==> config.mk <==
export PLATFORM = sky130hd
export DESIGN_NAME = nested_dissection_owner_map
export DESIGN_NICKNAME = d
export VERILOG_FILES = /design/src/ndom_pkg.sv /design/src/ndom_cell.sv /design/src/nested_dissection_owner_map.sv
export SDC_FILE = /design/constraint.sdc
export NUM_CORES = 2
export LEC_CHECK = 0
export BUFFER_PORTS_ARGS = -buffer_cell sky130_fd_sc_hd__buf_2
export CAP_MARGIN = 0
export CORE_MARGIN = 2
export CORE_UTILIZATION = 40
export CTS_CLUSTER_DIAMETER = 200
export DETAILED_ROUTE_END_ITERATION = 10
export GPL_TIMING_DRIVEN = 0
export PLACE_DENSITY = 0.63
export SLEW_MARGIN = 25
export SYNTH_ARGS = -nofsm -noshare
export SYNTH_HDL_FRONTEND = slang
export SYNTH_SLANG_ARGS = --single-unit
export TNS_END_PERCENT = 50
==> constraint.sdc <==
create_clock -name clock -period 55.8 [get_ports clock]
set_clock_uncertainty 0.05 [all_clocks]
set_input_delay 5.58 -clock clock [delete_from_list [all_inputs] [get_ports clock]]
set_output_delay 5.58 -clock clock [all_outputs]
set_load 0.1 [all_outputs]
==> src/ndom_pkg.sv <==
// shared types and constants for the nested dissection owner map
package ndom_pkg;

   localparam int COORD_W = 12;
   localparam int DIM_W   = 13;
   localparam int Z_W     = 8;
   localparam int RANK_W  = 10;
   localparam int DEPTH_REG_W = 4;
   localparam int PROD_W  = Z_W + DIM_W;
   localparam int SUM_W   = PROD_W + 1;

   localparam logic [DIM_W-1:0]       WIDTH_RESET  = DIM_W'(64);
   localparam logic [DIM_W-1:0]       HEIGHT_RESET = DIM_W'(64);
   localparam logic [DEPTH_REG_W-1:0] DEPTH_RESET  = '0;

   localparam logic [1:0] CSR_PLANE_WIDTH  = 2'd0;
   localparam logic [1:0] CSR_PLANE_HEIGHT = 2'd1;
   localparam logic [1:0] CSR_SPLIT_DEPTH  = 2'd2;

   // remaining sub-rectangle and the point inside it
   typedef struct packed {
      logic [COORD_W-1:0] x;
      logic [COORD_W-1:0] y;
      logic [DIM_W-1:0]   xs;
      logic [DIM_W-1:0]   ys;
      logic [Z_W-1:0]     z;
   } geom_type;

   // per-word status that travels down the chain
   typedef struct packed {
      logic              valid;
      logic              oor;
      logic              hit;
      logic [RANK_W-1:0] rank;
   } stat_type;

endpackage

==> src/ndom_cell.sv <==
// one bisection level of the owner map chain
module ndom_cell #(
   parameter int LEVEL     = 0,
   parameter int DEPTH_W   = 4,
   parameter int VAL_W     = 10
) (
   input  logic                clock,
   input  logic                reset,
   input  logic                advance,
   input  ndom_pkg::geom_type  geom_i,
   input  ndom_pkg::stat_type  stat_i,
   input  logic [DEPTH_W-1:0]  depth_i,
   input  logic [VAL_W-1:0]    sep_i,
   output ndom_pkg::geom_type  geom_o,
   output ndom_pkg::stat_type  stat_o,
   output logic [DEPTH_W-1:0]  depth_o,
   output logic [VAL_W-1:0]    sep_o
);
   import ndom_pkg::*;

   geom_type           geom_ff, geom_in;
   stat_type           stat_ff, stat_in;
   logic [DEPTH_W-1:0] depth_ff;
   logic [VAL_W-1:0]   sep_ff, sep_in;

   logic               active;
   logic               xcut;
   logic [DIM_W-1:0]   side;
   logic [DIM_W-1:0]   len;
   logic [COORD_W-1:0] coord;
   logic [COORD_W-1:0] idx;
   logic [DIM_W-1:0]   left;
   logic [PROD_W-1:0]  prod;
   logic [SUM_W-1:0]   sum;
   logic [VAL_W-1:0]   sep_val;
   logic [DEPTH_W-1:0] bit_sel;
   logic [VAL_W-1:0]   sep_shift;
   logic               new_bit;

   always_comb begin
      active  = stat_i.valid && !stat_i.oor && (LEVEL < int'(depth_i));
      xcut    = (geom_i.xs >= geom_i.ys);
      side    = xcut ? geom_i.xs : geom_i.ys;
      len     = xcut ? geom_i.ys : geom_i.xs;
      coord   = xcut ? geom_i.x : geom_i.y;
      idx     = xcut ? geom_i.y : geom_i.x;
      left    = (side - DIM_W'(1)) >> 1;
      prod    = PROD_W'(geom_i.z) * PROD_W'(len);
      sum     = SUM_W'(prod) + SUM_W'(idx);
      // bit of the separator value that this level contributes
      bit_sel = DEPTH_W'(int'(depth_i) - LEVEL - 1);

      geom_in = geom_i;
      stat_in = stat_i;
      sep_in  = sep_i;
      sep_val = sep_i;

      if (active && !stat_i.hit && (DIM_W'(coord) == left)) begin
         sep_val    = VAL_W'(sum);
         sep_in     = sep_val;
         stat_in.hit = 1'b1;
      end

      sep_shift = sep_val >> bit_sel;

      if (active) begin
         if (stat_i.hit || (DIM_W'(coord) == left)) begin
            new_bit = sep_shift[0];
         end else if (DIM_W'(coord) > left) begin
            new_bit = 1'b1;
            if (xcut) begin
               geom_in.x  = geom_i.x - COORD_W'(left + DIM_W'(1));
               geom_in.xs = geom_i.xs - (left + DIM_W'(1));
            end else begin
               geom_in.y  = geom_i.y - COORD_W'(left + DIM_W'(1));
               geom_in.ys = geom_i.ys - (left + DIM_W'(1));
            end
         end else begin
            new_bit = 1'b0;
            if (xcut) begin
               geom_in.xs = left;
            end else begin
               geom_in.ys = left;
            end
         end
         stat_in.rank = {stat_i.rank[RANK_W-2:0], new_bit};
      end else begin
         new_bit = 1'b0;
      end
   end

   always_ff @(posedge clock) begin
      if (reset) begin
         stat_ff.valid <= 1'b0;
      end else if (advance) begin
         stat_ff.valid <= stat_in.valid;
      end
      if (advance) begin
         geom_ff      <= geom_in;
         stat_ff.oor  <= stat_in.oor;
         stat_ff.hit  <= stat_in.hit;
         stat_ff.rank <= stat_in.rank;
         depth_ff     <= depth_i;
         sep_ff       <= sep_in;
      end
   end

   assign geom_o  = geom_ff;
   assign stat_o  = stat_ff;
   assign depth_o = depth_ff;
   assign sep_o   = sep_ff;

endmodule

==> src/nested_dissection_owner_map.sv <==
// top level: owner rank of a grid point under nested dissection
// an accepted req word passes through the MAX_DEPTH level cell registers to rsp_valid
// throughput: one word per cycle while no rsp word is held, set by the chain of MAX_DEPTH level cells
// a stalled rsp word freezes the whole chain, req_stall follows at once
// reset (synchronous, active high) empties the chain and loads
// width 64, height 64, split depth 0
module nested_dissection_owner_map #(
   parameter int MAX_DEPTH = 10
) (
   input  logic                              clock,
   input  logic                              reset,
   // request channel
   input  logic                              req_valid,
   output logic                              req_stall,
   input  logic [ndom_pkg::COORD_W-1:0]      req_point_x,
   input  logic [ndom_pkg::COORD_W-1:0]      req_point_y,
   input  logic [ndom_pkg::Z_W-1:0]          req_z_local,
   // response channel
   output logic                              rsp_valid,
   input  logic                              rsp_stall,
   output logic [ndom_pkg::RANK_W-1:0]       rsp_owner_rank,
   output logic                              rsp_out_of_range,
   // configuration writes
   input  logic                              csr_wr_en,
   input  logic [1:0]                        csr_index,
   input  logic [ndom_pkg::DIM_W-1:0]        csr_data
);
   import ndom_pkg::*;

   // stored depth must hold MAX_DEPTH itself
   localparam int DEPTH_W = $clog2(MAX_DEPTH + 1);
   // only the low remaining-depth bits of a separator value ever matter
   localparam int VAL_W   = MAX_DEPTH;

   logic [DIM_W-1:0]       width_ff;
   logic [DIM_W-1:0]       height_ff;
   logic [DEPTH_REG_W-1:0] depth_reg_ff;

   logic                   advance;
   logic [DEPTH_W-1:0]     depth_eff;

   geom_type               geom_chain  [MAX_DEPTH+1];
   stat_type               stat_chain  [MAX_DEPTH+1];
   logic [DEPTH_W-1:0]     depth_chain [MAX_DEPTH+1];
   logic [VAL_W-1:0]       sep_chain   [MAX_DEPTH+1];

   // configuration registers, unknown index is dropped
   always_ff @(posedge clock) begin
      if (reset) begin
         width_ff     <= WIDTH_RESET;
         height_ff    <= HEIGHT_RESET;
         depth_reg_ff <= DEPTH_RESET;
      end else if (csr_wr_en) begin
         unique case (csr_index)
            CSR_PLANE_WIDTH:  width_ff     <= csr_data;
            CSR_PLANE_HEIGHT: height_ff    <= csr_data;
            CSR_SPLIT_DEPTH:  depth_reg_ff <= csr_data[DEPTH_REG_W-1:0];
            default: ;
         endcase
      end
   end

   // the whole chain moves unless the finished word is held
   assign advance   = !(rsp_valid && rsp_stall);
   assign req_stall = !advance;

   // depths beyond the chain length saturate
   assign depth_eff = (int'(depth_reg_ff) > MAX_DEPTH) ? DEPTH_W'(MAX_DEPTH)
                                                       : DEPTH_W'(depth_reg_ff);

   // head of the chain: full plane, empty rank, range check
   always_comb begin
      geom_chain[0].x     = req_point_x;
      geom_chain[0].y     = req_point_y;
      geom_chain[0].xs    = width_ff;
      geom_chain[0].ys    = height_ff;
      geom_chain[0].z     = req_z_local;
      stat_chain[0].valid = req_valid;
      stat_chain[0].oor   = (DIM_W'(req_point_x) >= width_ff) ||
                            (DIM_W'(req_point_y) >= height_ff);
      stat_chain[0].hit   = 1'b0;
      stat_chain[0].rank  = '0;
      depth_chain[0]      = depth_eff;
      sep_chain[0]        = '0;
   end

   // one cell per bisection level
   for (genvar lv = 0; lv < MAX_DEPTH; lv++) begin : g_level
      ndom_cell #(
         .LEVEL   (lv),
         .DEPTH_W (DEPTH_W),
         .VAL_W   (VAL_W)
      ) u_cell (
         .clock   (clock),
         .reset   (reset),
         .advance (advance),
         .geom_i  (geom_chain[lv]),
         .stat_i  (stat_chain[lv]),
         .depth_i (depth_chain[lv]),
         .sep_i   (sep_chain[lv]),
         .geom_o  (geom_chain[lv+1]),
         .stat_o  (stat_chain[lv+1]),
         .depth_o (depth_chain[lv+1]),
         .sep_o   (sep_chain[lv+1])
      );
   end

   // last cell's register is the output register
   assign rsp_valid        = stat_chain[MAX_DEPTH].valid;
   assign rsp_out_of_range = stat_chain[MAX_DEPTH].oor;
   // an out-of-range word never appends bits, so its rank stays zero
   assign rsp_owner_rank   = stat_chain[MAX_DEPTH].rank;

endmodule

==> flow_summary.json <==
{
  "status": "completed",
  "grt_pass1_vias": 70800,
  "dp_hpwl_um": 239000,
  "port_buffers": 63,
  "layout-drive-gt1-share_pct": 6.95,
  "timing.rr.start": "g_level[7].u_cell.geom_o[10]",
  "wl_per_cell_um": 23.1,
  "via_per_inst": 5.73,
  "cts_root_buf": "clkbuf_16",
  "start_util_pct": 40.3,
  "cp_common_cell": "a21oi_1",
  "hp-class": "reg -> reg",
  "synth_edf_count": 722,
  "finalCritPeriodShare_pct": 23.3,
  "cts.clk_slew.worst_paths_ns": 0.06,
  "critPathCaptureType": "flop",
  "grt_use_total_pct": 26.5,
  "crit_path_max_fanout": 10,
  "vias": 72200,
  "setup_violations": 0,
  "slew_violations": 0,
  "syn2layout_area_growth_pct": 9.16,
  "path_class": "reg -> reg",
  "hold_buffers": 0,
  "ant_nets": 0,
  "cp.arrival_ns": 13.43,
  "cts_tree": "yes",
  "path_buf_inv": 8,
  "synth_top_area_share_pct": 25.7,
  "rsz0062_at_grt": "no",
  "period_needed_ns": 13.02,
  "die_x_um": 463,
  "syn_inst": 9532,
  "ys_seq_elements": 762,
  "drt-total-wl_um": 291000,
  "finalHoldViolations": 0,
  "cp-start-kind": "flop",
  "die_h_um": 463,
  "irDropWorstVdd_mv": 0.0496,
  "cts_setup_buffers": 0,
  "syn_avg_cell_area_um2": 8.85,
  "powerDensity_nw_per_um2": 66.9,
  "yosys.area.top_type": "edfxtp_1",
  "dr.pass1.iters": 6,
  "fmax_ghz": 0.0768,
  "ys_top_cells_by_area": "edfxtp_1 (26%), ha_1 (12%), fa_1 (8.4%)",
  "r2r_setup_slack_ns": 42.78,
  "pin_count": 65,
  "synth_fp_nets": 10800,
  "ctsResizeCount": 0,
  "tns_ns": 0,
  "leakagePower_nw": 38.5,
  "max_stage_delay_ns": 0.78,
  "num-fill-cells": 20500,
  "crit_start": "g_level[7].u_cell.geom_o[10]",
  "critPathRequiredTime_ns": 56.21,
  "synth_cell_types": 118,
  "power_w": 0.00616,
  "worstMarginPinSlew_ns": 1.15,
  "relSlewSlack_pct": 22.4,
  "yosysSeqAreaShare_pct": 26.6,
  "min_to": "g_level[4].u_cell.stat_o[11]",
  "cap_violations": 0,
  "cts_buffer_depth": 3,
  "synth_ff_type": "edfxtp_1",
  "critical_path.top_delay_family": "compound AO/OA/AOI/OAI gates",
  "holdPathStages": 0,
  "core_um2": 210000,
  "worst_hold_startpoint": "g_level[3].u_cell.stat_o[11]",
  "dieArea_um2": 215000,
  "synth-async-reset-ratio_pct": 0,
  "cts_htree_levels": 3,
  "antenna_found_initial": 3,
  "synth_warnings": 0,
  "overflow": 0,
  "fp-row-count": 168,
  "drt_iter0_drc": 6185,
  "cts.sinks": 762,
  "r2r_end": "g_level[8].u_cell.geom_o[33]",
  "grt_max_degree": 56,
  "clk_latency_ns": 0.77,
  "syn_area_um2": 84400,
  "drc": 0,
  "nets": 10900,
  "gp_congestion": 0.973,
  "reg2regPathDepth": 35,
  "cpMaxStageDelayCell": "clkbuf_1",
  "grt_pass1_wl_um": 439000,
  "cts_made_buffers": 95
}
[per-layer routing]
layer	routed length [um]	track usage (%)	part of all wire, %
met2	135000	43.6	46
met4	13000	11.0	4.4
met3	19200	3.34	6.6
met1	125000	35.1	43
met5	0	0	0
[worst reg2reg max path, delay by kind of cell, from the launching register on]
kind / cells / cell delay, ns
compound gates: 17 / 4.12
xor+xnor: 1 / 0.71
fa+ha+maj: 6 / 2.14
buf+inv: 8 / 4.05
flops: 1 / 0.70
simple gates: 3 / 0.94
[cell type report]
type | count | area (um^2) | share of cell area [%]
Clock inverter | 75 | 928 | 1.01
Tap cell | 2805 | 3510 | 3.81
Timing Repair Buffer | 83 | 722 | 0.784
Clock buffer | 104 | 2460 | 2.67
Buffer | 345 | 1360 | 1.48
Antenna cell | 3 | 7.51 | 0.00815
Sequential cell | 762 | 22500 | 24.4
Multi-Input combinational cell | 7530 | 57300 | 62.2
Inverter | 895 | 3360 | 3.65
[Yosys cell counts, types with 75 or more instances]
| library cell | count |
|---|---|
| nor2b_1 | 125 |
| nand2_1 | 1314 |
| o21ai_0 | 601 |
| nand2b_1 | 110 |
| a211oi_1 | 76 |
| mux2_2 | 237 |
| a21o_1 | 184 |
| nand3_1 | 146 |
| edfxtp_1 | 722 |
| a21oi_1 | 552 |
| and2_1 | 129 |
| xor2_1 | 198 |
| fa_1 | 356 |
| nand4_1 | 75 |
| xnor2_1 | 573 |
| clkbuf_1 | 259 |
| mux2i_1 | 190 |
| nor3_1 | 179 |
| inv_1 | 893 |
| nor2_1 | 536 |
| ha_1 | 827 |
[cell families after synthesis]
kind of cell	count (synthesis)	share of synthesized area, %
simple gates	2959	16.5
flops	762	26.6
compound gates	2081	15.3
buf+inv	1240	5.59
mux	448	5.97
fa+ha+maj	1254	21.6
xor+xnor	788	8.45
[flip-flops by register name, indices dropped and copies added, names as in the netlist]
register / flops
g_level.u_cell.geom_o: 522
g_level.u_cell.sep_o: 90
g_level.u_cell.stat_o: 84
g_level.u_cell.depth_o: 36
height_ff: 13
width_ff: 13
depth_reg_ff: 4
[layout by cell type (no fill, tap or decap), drive strengths merged, types with 38 or more instances in the layout]
cell    instances
clkbuf        365
buf           167
o31ai          54
nor3          183
nand4          75
a211oi         77
nor2b         125
a21o          184
maj3           71
and2          135
xor2          199
a21boi         61
a31oi          73
or4            38
nand3         147
fa            356
a21oi         554
nand2        1316
mux2i         192
or3            65
nand2b        112
o211ai         47
o21bai         70
nor4           70
ha            827
mux2          237
xnor2         574
dfxtp          40
inv           910
nor2          538
edfxtp        722
o21ai         638
o21a           65
o22ai          41
[report_power, final]
group | switching, W | internal, W
Clock | 0.000280 | 0.000383
Combinational | 0.00290 | 0.00187
Sequential | 0.0000633 | 0.000664
Total | 0.00325 | 0.00292
[per-stage QoR]
stage                     worst slack [ns]  cell area (um^2)  hold slack, ns  utilization [%]  instances
after floorplan                      29.14             84400           0.367                -       9532
after global placement               21.54             88200           0.377             42.1      12400
after detailed placement             43.17             88700           0.381             42.3      12400
after CTS                            43.17             92100           0.404             43.9      12600
after global routing                 42.57             92100           0.414             43.9      12600
final                                42.78             92100           0.402             43.9      12600
[how the worst max path moves through the flow]
stage                                        end  slack [ns]  cells past startpoint
finish              g_level[8].u_cell.geom_o[33]       42.78                     35
global route        g_level[8].u_cell.geom_o[33]       42.57                     35
CTS                                    req_stall       43.17                      5
detailed placement                     req_stall       43.17                      5
global placement    g_level[5].u_cell.stat_o[12]       21.54                      5
floorplan           g_level[0].u_cell.depth_o[0]       29.14                      2
(Power assumes the default switching activity.)
